### src/design/pps_pkg.sv
// Types and constants shared by the preemptive priority scheduler files.
`default_nettype none
package pps_pkg;

  localparam int MAX_TASKS_DEF = 16;
  localparam int IDX_W  = 4;
  localparam int TIME_W = 16;
  localparam int PRIO_W = 8;
  localparam int CNT_W  = 5;
  localparam int CLK_W  = 32;

  localparam logic REQ_LOAD = 1'b0;
  localparam logic REQ_TICK = 1'b1;

  typedef struct packed {
    logic              req_type;
    logic [IDX_W-1:0]  task_index;
    logic [TIME_W-1:0] arrival;
    logic [TIME_W-1:0] burst;
    logic [PRIO_W-1:0] prio;
  } in_t;

  typedef struct packed {
    logic             idle;
    logic [IDX_W-1:0] task_id;
    logic [CLK_W-1:0] slot_start;
    logic             finished;
    logic [CLK_W-1:0] turnaround;
    logic [CLK_W-1:0] waiting;
    logic             all_done;
  } out_t;

  typedef struct packed {
    logic [TIME_W-1:0] arrive;
    logic [TIME_W-1:0] remaining;
    logic [TIME_W-1:0] orig_burst;
    logic [PRIO_W-1:0] prio;
  } entry_t;

  typedef struct packed {
    logic clr;
    logic eval;
  } scan_ctl_t;

endpackage
`default_nettype wire

### src/design/pps_mem.sv
// Task table: one write port, one read port, registered read data.
`default_nettype none
module pps_mem #(
  parameter int DEPTH = pps_pkg::MAX_TASKS_DEF,
  parameter int AW    = 4
) (
  input  wire logic            clk,
  input  wire logic            wr_en,
  input  wire logic [AW-1:0]   wr_addr,
  input  wire pps_pkg::entry_t wr_data,
  input  wire logic            rd_en,
  input  wire logic [AW-1:0]   rd_addr,
  output pps_pkg::entry_t      rd_data
);
  import pps_pkg::*;

  entry_t mem_r [DEPTH];
  entry_t rd_data_r;

  always_ff @(posedge clk) begin
    if (wr_en) begin
      mem_r[wr_addr] <= wr_data;
    end
  end

  always_ff @(posedge clk) begin
    if (rd_en) begin
      rd_data_r <= mem_r[rd_addr];
    end
  end

  assign rd_data = rd_data_r;

endmodule
`default_nettype wire

### src/design/pps_scan.sv
// Running minimum-priority search over the task entries, one entry a cycle.
`default_nettype none
module pps_scan #(
  parameter int AW = 4
) (
  input  wire logic                     clk,
  input  wire logic                     rst_n,
  input  wire pps_pkg::scan_ctl_t       ctl,
  input  wire logic [AW-1:0]            idx,
  input  wire logic                     vld,
  input  wire pps_pkg::entry_t          ent,
  input  wire logic [pps_pkg::CLK_W-1:0] now,
  output logic                          found,
  output logic [AW-1:0]                 best_idx,
  output pps_pkg::entry_t               best_ent
);
  import pps_pkg::*;

  logic          found_r, found_nxt;
  logic [AW-1:0] best_idx_r;
  entry_t        best_ent_r;
  logic          ready;
  logic          take;

  assign ready = vld && (ent.remaining != '0) && (CLK_W'(ent.arrive) <= now);
  assign take  = ctl.eval && ready && (!found_r || (ent.prio < best_ent_r.prio));

  always_comb begin
    found_nxt = found_r;
    if (ctl.clr) begin
      found_nxt = 1'b0;
    end else if (take) begin
      found_nxt = 1'b1;
    end
  end

  always_ff @(posedge clk) begin
    if (!rst_n) begin
      found_r <= 1'b0;
    end else begin
      found_r <= found_nxt;
    end
  end

  always_ff @(posedge clk) begin
    if (take) begin
      best_idx_r <= idx;
      best_ent_r <= ent;
    end
  end

  assign found    = found_r;
  assign best_idx = best_idx_r;
  assign best_ent = best_ent_r;

endmodule
`default_nettype wire

### src/design/preemptive_priority_scheduler_unit.sv
// Top level of the tick-driven preemptive priority scheduler.
//
// Requests enter on in_data when start is high and busy is low. A load
// request writes one task entry and clears the time counter and the
// completion count; a tick request runs the ready task with the lowest
// priority number (lowest index on ties) for one time unit.
// Every request gives one result on out_data, marked by out_valid for one
// cycle; the receiver cannot stall it.
// A load keeps busy low, and its result shows in the next cycle. A tick
// once every task is done is handled the same way.
// Any other tick keeps busy high until its result: the table is read one
// entry a cycle for the search over the tasks in use, then the entry is
// written back if a task was found, the turnaround is worked out, and the
// waiting time is worked out as the result register is loaded; out_valid
// rises as busy falls. task_count is to be written by the user on cfg_we
// only while no request is in flight; the block does not enforce this.
// Reset (rst_n low, synchronous) clears the per-entry valid bits, the time,
// the completion count, and sets task_count to one; no clearing pass.
`default_nettype none
module preemptive_priority_scheduler_unit #(
  parameter int MAX_TASKS = pps_pkg::MAX_TASKS_DEF
) (
  input  wire logic                     clk,
  input  wire logic                     rst_n,
  input  wire logic                     start,
  output logic                          busy,
  input  wire pps_pkg::in_t             in_data,
  output logic                          out_valid,
  output pps_pkg::out_t                 out_data,
  input  wire logic                     cfg_we,
  input  wire logic [pps_pkg::CNT_W-1:0] cfg_wdata
);
  import pps_pkg::*;

  localparam int AW = (MAX_TASKS > 1) ? $clog2(MAX_TASKS) : 1;

  localparam logic [2:0] ST_IDLE   = 3'd0;
  localparam logic [2:0] ST_SCAN   = 3'd1;
  localparam logic [2:0] ST_COMMIT = 3'd2;
  localparam logic [2:0] ST_TURN   = 3'd3;
  localparam logic [2:0] ST_REPORT = 3'd4;

  logic [2:0]           state_r, state_nxt;
  logic [CNT_W-1:0]     task_count_r, task_count_nxt;
  logic [CLK_W-1:0]     now_r, now_nxt;
  logic [CNT_W-1:0]     done_r, done_nxt;
  logic [MAX_TASKS-1:0] valid_r, valid_nxt;
  logic [CNT_W-1:0]     cnt_r, cnt_nxt;
  logic                 pend_r, pend_nxt;
  logic                 out_valid_r, out_valid_nxt;

  logic [AW-1:0]        rd_idx_r, rd_idx_nxt;
  logic [CLK_W-1:0]     start_time_r, start_time_nxt;
  logic                 fin_r, fin_nxt;
  logic [CLK_W-1:0]     turn_r, turn_nxt;
  out_t                 out_r, out_nxt;

  logic [CNT_W-1:0]     n_use;
  logic                 accept;
  logic                 load_ok;
  logic                 rd_en;
  logic                 wr_en;
  logic [AW-1:0]        wr_addr;
  entry_t               wr_data;
  entry_t               rd_data;
  scan_ctl_t            scan_ctl;
  logic                 found;
  logic [AW-1:0]        best_idx;
  entry_t               best_ent;
  logic [TIME_W-1:0]    rem_dec;
  logic [CLK_W-1:0]     orig_ext;

  assign n_use   = (32'(task_count_r) > MAX_TASKS) ? CNT_W'(MAX_TASKS) : task_count_r;
  assign busy    = (state_r != ST_IDLE);
  assign accept  = start && !busy;
  assign load_ok = (32'(in_data.task_index) < MAX_TASKS);
  assign rd_en   = (state_r == ST_SCAN) && (cnt_r < n_use);
  assign rem_dec = best_ent.remaining - 1'b1;
  assign orig_ext = CLK_W'(best_ent.orig_burst);

  assign scan_ctl.clr  = accept;
  assign scan_ctl.eval = (state_r == ST_SCAN) && pend_r;

  always_comb begin
    wr_en   = 1'b0;
    wr_addr = best_idx;
    wr_data = best_ent;
    wr_data.remaining = rem_dec;
    if (accept && (in_data.req_type == REQ_LOAD)) begin
      wr_en   = load_ok;
      wr_addr = AW'(in_data.task_index);
      wr_data.arrive     = in_data.arrival;
      wr_data.remaining  = in_data.burst;
      wr_data.orig_burst = in_data.burst;
      wr_data.prio       = in_data.prio;
    end else if ((state_r == ST_COMMIT) && found) begin
      wr_en = 1'b1;
    end
  end

  pps_mem #(
    .DEPTH (MAX_TASKS),
    .AW    (AW)
  ) u_mem (
    .clk     (clk),
    .wr_en   (wr_en),
    .wr_addr (wr_addr),
    .wr_data (wr_data),
    .rd_en   (rd_en),
    .rd_addr (AW'(cnt_r)),
    .rd_data (rd_data)
  );

  pps_scan #(
    .AW (AW)
  ) u_scan (
    .clk      (clk),
    .rst_n    (rst_n),
    .ctl      (scan_ctl),
    .idx      (rd_idx_r),
    .vld      (valid_r[rd_idx_r]),
    .ent      (rd_data),
    .now      (now_r),
    .found    (found),
    .best_idx (best_idx),
    .best_ent (best_ent)
  );

  always_comb begin
    state_nxt      = state_r;
    task_count_nxt = task_count_r;
    now_nxt        = now_r;
    done_nxt       = done_r;
    valid_nxt      = valid_r;
    cnt_nxt        = cnt_r;
    pend_nxt       = pend_r;
    out_valid_nxt  = 1'b0;
    rd_idx_nxt     = rd_idx_r;
    start_time_nxt = start_time_r;
    fin_nxt        = fin_r;
    turn_nxt       = turn_r;
    out_nxt        = out_r;

    if (cfg_we) begin
      task_count_nxt = cfg_wdata;
    end

    case (state_r)
      ST_IDLE: begin
        if (accept) begin
          out_nxt = '0;
          out_nxt.idle = 1'b1;
          if (in_data.req_type == REQ_LOAD) begin
            if (load_ok) begin
              valid_nxt[AW'(in_data.task_index)] = 1'b1;
            end
            now_nxt          = '0;
            done_nxt         = '0;
            out_nxt.all_done = (n_use == '0);
            out_valid_nxt    = 1'b1;
          end else if (done_r >= n_use) begin
            out_nxt.slot_start = now_r;
            out_nxt.all_done   = 1'b1;
            out_valid_nxt      = 1'b1;
          end else begin
            start_time_nxt = now_r;
            cnt_nxt        = '0;
            pend_nxt       = 1'b0;
            state_nxt      = ST_SCAN;
          end
        end
      end
      ST_SCAN: begin
        pend_nxt = rd_en;
        if (rd_en) begin
          cnt_nxt    = cnt_r + 1'b1;
          rd_idx_nxt = AW'(cnt_r);
        end else if (pend_r) begin
          state_nxt = ST_COMMIT;
        end
      end
      ST_COMMIT: begin
        now_nxt = (now_r == '1) ? now_r : now_r + 1'b1;
        fin_nxt = found && (rem_dec == '0);
        if (found && (rem_dec == '0) && (done_r != '1)) begin
          done_nxt = done_r + 1'b1;
        end
        state_nxt = ST_TURN;
      end
      ST_TURN: begin
        turn_nxt  = now_r - CLK_W'(best_ent.arrive);
        state_nxt = ST_REPORT;
      end
      ST_REPORT: begin
        out_nxt            = '0;
        out_nxt.idle       = !found;
        out_nxt.task_id    = found ? IDX_W'(best_idx) : '0;
        out_nxt.slot_start = start_time_r;
        out_nxt.finished   = fin_r;
        if (fin_r) begin
          out_nxt.turnaround = turn_r;
          out_nxt.waiting    = (turn_r >= orig_ext) ? turn_r - orig_ext : '0;
        end
        out_nxt.all_done = (done_r >= n_use);
        out_valid_nxt    = 1'b1;
        state_nxt        = ST_IDLE;
      end
      default: begin
        state_nxt = ST_IDLE;
      end
    endcase
  end

  always_ff @(posedge clk) begin
    if (!rst_n) begin
      state_r      <= ST_IDLE;
      task_count_r <= CNT_W'(1);
      now_r        <= '0;
      done_r       <= '0;
      valid_r      <= '0;
      cnt_r        <= '0;
      pend_r       <= 1'b0;
      out_valid_r  <= 1'b0;
    end else begin
      state_r      <= state_nxt;
      task_count_r <= task_count_nxt;
      now_r        <= now_nxt;
      done_r       <= done_nxt;
      valid_r      <= valid_nxt;
      cnt_r        <= cnt_nxt;
      pend_r       <= pend_nxt;
      out_valid_r  <= out_valid_nxt;
    end
  end

  always_ff @(posedge clk) begin
    rd_idx_r     <= rd_idx_nxt;
    start_time_r <= start_time_nxt;
    fin_r        <= fin_nxt;
    turn_r       <= turn_nxt;
    out_r        <= out_nxt;
  end

  assign out_valid = out_valid_r;
  assign out_data  = out_r;

endmodule
`default_nettype wire

### config.mk
export PLATFORM = sky130hd
export DESIGN_NAME = preemptive_priority_scheduler_unit
export DESIGN_NICKNAME = d
export VERILOG_FILES = /design/src/design/pps_pkg.sv /design/src/design/pps_mem.sv /design/src/design/pps_scan.sv /design/src/design/preemptive_priority_scheduler_unit.sv
export SDC_FILE = /design/constraint.sdc
export NUM_CORES = 1
export LEC_CHECK = 0
export BUFFER_PORTS_ARGS = -buffer_cell sky130_fd_sc_hd__buf_4
export CAP_MARGIN = 0
export CORE_MARGIN = 3
export CORE_UTILIZATION = 55
export DETAILED_ROUTE_END_ITERATION = 10
export MAX_ROUTING_LAYER = met4
export PLACE_DENSITY = 0.82
export RECOVER_POWER = 100
export SLEW_MARGIN = 15
export SYNTH_ARGS = -nofsm -noshare
export SYNTH_HDL_FRONTEND = slang
export SYNTH_SLANG_ARGS = --single-unit
### constraint.sdc
create_clock -name clk -period 9.1 [get_ports clk]
set_input_delay 0.91 -clock clk [delete_from_list [all_inputs] [get_ports clk]]
set_output_delay 0.91 -clock clk [all_outputs]
set_load 0.1 [all_outputs]
# Word level (Yosys, flattened, before mapping)

Memory sizes are Yosys's and may differ from the RTL's. A register that Yosys moved wholly into a read port is not among the register bits.
Cells that the tools add are included.

Reductions and logical operators: 33
Magnitude comparators: 9
Equal/unequal tests: 15
Multiplexer cells: 46
Bitwise logic cells: 4
Add/subtract/negate cells: 6

Operator list:

| cell                                               | number |
|---|---|
| one-hot mux 103 bit (2 select lines)               | 1 |
| two-way mux 32 bit                                 | 6 |
| two-way mux 103 bit                                | 1 |
| two-way mux 64 bit                                 | 1 |
| one-hot mux 32 bit (2 select lines)                | 1 |
| subtractor 32 x 16 -> 32 bit                       | 2 |
| two-way mux 56 bit                                 | 1 |
| two-way mux 5 bit                                  | 8 |
| adder 32 x 1 -> 32 bit, second input constant      | 1 |
| equality test 32 bit, second input constant        | 1 |
| >= comparator 32 x 16 -> 1 bit                     | 1 |
| less-or-equal comparator 16 x 32 -> 1 bit          | 1 |
| one-hot mux 5 bit (2 select lines)                 | 2 |
| logical NOT 16 bit                                 | 1 |
| inequality test 2 bit, second input constant       | 8 |
| OR 16 bit                                          | 1 |
| AND reduction 4 bit                                | 4 |
| nonzero test 16 bit                                | 1 |
| subtractor 16 x 1 -> 16 bit, second input constant | 1 |
| two-way mux 3 bit                                  | 5 |
| two-way mux 1 bit                                  | 13 |
| logical AND 1 bit                                  | 12 |
| one-hot mux 3 bit (4 select lines)                 | 1 |
| adder 5 x 1 -> 5 bit, second input constant        | 2 |
| other kinds (26)                                   | 37 |

Word-level logic and storage cells: 139
Memories: 1
Output and inout port bits: 105
Register bits: 301
Memory bits (writable): 896

Memory list:

| name        | words | width | read ports | clocked after memory_dff | write ports | line          | RTL |
|---|---|---|---|---|---|---|---|
| u_mem.mem_r | 16    | 56    | 1          | 1                        | 1           | pps_mem.sv:17 | `entry_t mem_r [DEPTH];` |

# Logic depth before layout (Yosys ltp)

Depth in word-level cells: 7
Gate-level depth with buffers: 11
Gate-level depth less buffers: 10

# By module

From an unflattened synthesis, not the netlist that was laid out.

Cell total of the unflattened synthesis: 2816
Area, all modules: 50153.1 µm²

Modules (own cells, without submodules):

| module                             | seq. area each (µm²) | cells each | area each (µm²) | instances |
|---|---|---|---|---|
| pps_mem                            | 28587.4              | 1445       | 35238.8         | 1 |
| preemptive_priority_scheduler_unit | 6526.3               | 1212       | 12401.9         | 1 |
| pps_scan                           | 1821.7               | 159        | 2512.4          | 1 |

# Least setup slack after synthesis

OpenSTA, ideal clock, no wires.

Path type: reg-to-reg
From: register now_r[14]
To: register u_scan.best_ent_r, in the netlist u_scan.best_ent[0], enable pin
Stages on the path, launching flop included: 11
Arrival: 4.754 ns
Setup slack: 3.848 ns
Cells stage by stage: dfxtp_1 clkbuf_1 inv_1 ha_1 nand4_1 nor2_1 nand3_1 or3_1 o2111ai_1 nand4_1 a21oi_1

Longest elaborated chain between the ends: 4

RTL lines:

| what                                      | line                                      | RTL |
|---|---|---|
| from (decl)                               | preemptive_priority_scheduler_unit.sv:45  | `logic [CLK_W-1:0] now_r, now_nxt;` |
| from (signal assigned)                    | preemptive_priority_scheduler_unit.sv:227 | `now_r <= now_nxt;` |
| less-or-equal comparator 16 x 32 -> 1 bit | pps_scan.sv:25                            | `assign ready = vld && (ent.remaining != '0) && (CLK_W'(ent.arrive) <= now);` |
| logical AND 1 bit                         | pps_scan.sv:25                            |  |
| logical AND 1 bit (2 in a row)            | pps_scan.sv:26                            | `assign take = ctl.eval && ready && (!found_r \|\| (ent.prio < best_ent_r.prio));` |
| net u_scan.take                           | pps_scan.sv:23                            | `logic take;` |
| to (signal assigned)                      | pps_scan.sv:48                            | `best_ent_r <= ent;` |
| to (decl)                                 | pps_scan.sv:21                            | `entry_t best_ent_r;` |

The timed path passes the listed nets, and every way through them passes these cells.
A chain may end at the register's enable or synchronous reset.

# Worst setup path after layout

From: register state_r[1]
To: memory u_mem.mem_r[1][44] (netlist name), enable pin

Longest elaborated chain between the ends: 7

RTL lines:

| what                                    | line                                      | RTL |
|---|---|---|
| from (decl)                             | preemptive_priority_scheduler_unit.sv:43  | `logic [2:0] state_r, state_nxt;` |
| from (signal assigned)                  | preemptive_priority_scheduler_unit.sv:225 | `state_r <= state_nxt;` |
| nonzero test 3 bit                      | preemptive_priority_scheduler_unit.sv:74  | `assign busy = (state_r != ST_IDLE);` |
| logical NOT 1 bit                       | preemptive_priority_scheduler_unit.sv:75  | `assign accept = start && !busy;` |
| logical AND 1 bit                       | preemptive_priority_scheduler_unit.sv:75  |  |
| logical AND 1 bit                       | preemptive_priority_scheduler_unit.sv:89  | `if (accept && (in_data.req_type == REQ_LOAD)) begin` |
| two-way mux 1 bit                       | preemptive_priority_scheduler_unit.sv:89  |  |
| two-way mux 1 bit                       | pps_mem.sv:21                             | `if (wr_en) begin` |
| two-way mux 1 bit (implied by the code) | pps_mem.sv:22                             | `mem_r[wr_addr] <= wr_data;` |
| to (decl)                               | pps_mem.sv:17                             |  |

Several ways; a longest one is shown, not always the timed one.

==> summary.txt <==
Floorplan
  – Die Wd: 308 um
  – Placement Rows: 109
  – Initial Utilization: 0.561
  – Die H: 308 um
  – CORE AREA: 89200 um^2
  – Number of top-level pins: 159
  – Die ar.: 94600 um^2

Detailed routing
  – DRC: 0
  – DRT iter0 DRCs: 3341
  – DRT Wirelength: 122 mm
  – Drt wl/cell: 29.6 um
  – Vias per inst: 6.46
  – Pre-antenna DRT Iters: 6
  – Via count: 26600
  – Post-route antenna net violation count: 0

Worst setup path
  – Critical path type: register to register
  – Critical path endpoint category: register
  – CP Max Fanout: 60
  – RR Endpoint: u_mem.mem_r[1][44]
  – R2R Setup Slk: 2630 ps
  – Crit path max-delay family: buffers and inverters
  – Buf+Inv Stages, Crit Path: 3
  – CP max-delay cell: nor2_1
  – CP peak stage delay: 1400 ps
  – Setup crit start: state_r[1]
  – Startpoint Class: register
  – CP Cell Sequence: nor2_1 -> nand3b_1 -> nor2_4 -> clkbuf_1 -> buf_4 -> a32oi_1 -> nand2b_1 -> nor2_1 -> buf_4
  – Reg2Reg Depth: 9
  – Reg2Reg Launch Point: state_r[1]
  – Critical path endpoint: u_mem.mem_r[1][44]
  – Crit path depth: 9
  – Worst path required time: 9430 ps
  – Worst EP arrival: 6790 ps

Global route
  – Met2 Usage GRT: 0.420
  – Top Usage Layer GRT: met2
  – GRT met3 Usage: 0.0505
  – Total grt overflow: 0
  – Largest net degree at the start of global routing: 85
  – Number of global-route vias before repair: 27300
  – Total global routing track utilization: 0.267
  – GR Util met1: 0.347
  – Initial antenna violation count: 2
  – First-pass GRT wire length: 179 mm

STA
  – Clk_skew: 62.9 ps
  – Worst hold slack: 418 ps
  – Endpoints failing hold: 0
  – Max Freq: 0.155 GHz
  – Final setup viols: 0
  – Slew Viols, Final: 1151
  – Final min period: 6470 ps
  – Worst slew pin tran: 5030 ps
  – Setup TNS: 0 ps
  – Period Utilization, post-route: 0.711
  – RSZ-0062 raised after global routing: false
  – Rel. slew slack: -2.35

Place
  – Post-DP HPWL: 68.8 mm
  – Placed Area: 52800 um^2
  – Post-placement cell count: 3903
  – Final GP Congestion: 0.921
  – Number of port buffers: 158

Logic synthesis
  – Synth unique cells: 63
  – #FFs+latches synth: 1253
  – Post-synth EDFFs: 1184
  – Syn nets: 2769
  – Sequential fraction of the synthesis area: 0.739
  – Yosys warns: 0
  – Async SR Flop Fraction: 0
  – Cells after Synth: 2643
  – Mean Syn Cell Area: 18.9 um^2
  – Post-Syn Area: 50000 um^2
  – Top_reg_cell synth: edfxtp_1

Clock network
  – Num CTS Buffers: 113
  – Worst skew pair latency: 710 ps
  – Maximum buffer depth of the clock tree: 3
  – Root Driver: clkbuf_16
  – Clock sink total: 1253
  – Post-CTS sizing: 0
  – Cts hold-fix bufs: 0
  – CTS tree: yes
  – Worst-path clk slew: 60 ps
  – Post-CTS Setup Repair Bufs: 0
  – H-Tree Level Count: 3

Layout
  – Design area: 55800 um^2
  – Fill cell count: 5983
  – Synthesis-to-layout area growth: 11.6%
  – Fin util: 0.626
  – Nets@finish: 2991
  – FF/Latch Area: 36900 um^2
  – Non-Filler Instances: 4123
  – Area taken by multi-input logic gates: 12400 um^2
  – Layout cells sized above 1: 0.188

Power
  – Lkg Pwr: 17.7 nW
  – Power Density: 214 nW/um^2
  – Worst IR Drop VDD: 0.234 mV

Run status
  – Status: complete, but fails checks
  – Failing checks: max-capacitance violations, max-slew violations

Min path
  – Startpoint of the worst hold path: u_mem.rd_data[16]
  – Worst Hold Class: register to register

Run
  – Max cap viols: 37
worst min path at each step:
stage | endpoint | slack, ps | depth (start not counted)
after global placement | u_scan.best_ent[16] | 400 | 0
after detailed placement | u_scan.best_ent[16] | 400 | 0
after global routing | u_scan.best_ent[16] | 420 | 0
after floorplan | u_scan.best_ent[10] | 400 | 0
after CTS | u_scan.best_ent[16] | 420 | 0
final | u_scan.best_ent[16] | 420 | 0
synth_stat cells (18+ instances only):
cell / count / area share
nor2_1: 142 / 0.011
and2_1: 36 / 0.0045
mux4_2: 285 / 0.13
a22o_1: 32 / 0.0056
a21oi_1: 48 / 0.0048
dfxtp_1: 69 / 0.028
nand4_1: 23 / 0.0029
edfxtp_1: 1184 / 0.71
o21ai_0: 84 / 0.0084
clkbuf_1: 94 / 0.0071
nand2_1: 102 / 0.0077
xnor2_1: 55 / 0.0096
a21o_1: 18 / 0.0027
buf_1: 26 / 0.0020
and3_1: 19 / 0.0024
xor2_1: 43 / 0.0075
nor4_1: 21 / 0.0026
nor3_1: 21 / 0.0021
nor2b_1: 30 / 0.0038
ha_1: 70 / 0.018
inv_1: 69 / 0.0052
nand3_1: 22 / 0.0022
kinds of logic after synthesis:
group	after synthesis	share of synthesized area
buf+inv	192	0.0146
fa+ha+maj	72	0.0183
compound gates	257	0.0333
flops	1253	0.739
simple gates	478	0.0479
mux	293	0.130
xor+xnor	98	0.0172
metrics by stage:
stage | worst slack [ps] | power, mW
global route | 1950 | 12.3
CTS | 4190 | 12.0
detailed placement | 3920 | 7.48
finish | 2630 | 11.9
floorplan | 3850 | 7.23
global placement | 4050 | 7.44
per-layer routing:
| metal | wire length [um] | up-vias |
|---|---|---|
| li1 | - | 11000 |
| met1 | 44700 | 13500 |
| met2 | 59100 | 1768 |
| met3 | 12400 | 341 |
| met4 | 5680 | 0 |
| met5 | 0 | - |
cell type report:
| class | instances | share of cell area |
|---|---|---|
| flip-flops and latches | 1253 | 0.662 |
| multi-input cells | 1198 | 0.223 |
| clock buffers | 145 | 0.0553 |
| well taps | 1165 | 0.0261 |
| repair buffers | 230 | 0.0204 |
| clock inverters | 61 | 0.00899 |
| inverters | 69 | 0.00464 |
| diodes | 2 | 0.0000897 |
report_power, final:
group | switching [mW] | internal [mW]
clock network | 2.08 | 2.52
registers | 0.0646 | 6.43
logic | 0.581 | 0.267
total | 2.72 | 9.21
registers in the layout (all words and copies together) (netlist names), 3 cells and up:
signal / count
now_r: 32
out_data: 103
done_r: 5
cnt_r: 5
valid_r: 16
u_scan.best_ent: 56
state_r: 3
start_time_r: 32
u_scan.best_idx: 4
u_mem.mem_r: 896
rd_idx_r: 4
turn_r: 32
u_mem.rd_data: 56
task_count_r: 5
layout by cell type, fill, tap and decap left out, types with 68 or more instances in the layout:
| cell type | Yosys | final |
|---|---|---|
| ha_1 | 70 | 70 |
| o21ai_0 | 84 | 84 |
| inv_1 | 69 | 68 |
| nor2_1 | 142 | 128 |
| buf_4 | 2 | 70 |
| nand2_1 | 102 | 103 |
| clkbuf_16 | 0 | 118 |
| edfxtp_1 | 1184 | 1184 |
| clkbuf_1 | 94 | 175 |
| mux4_2 | 285 | 285 |
| dfxtp_1 | 69 | 68 |
Power figures use the tool's default switching activity.
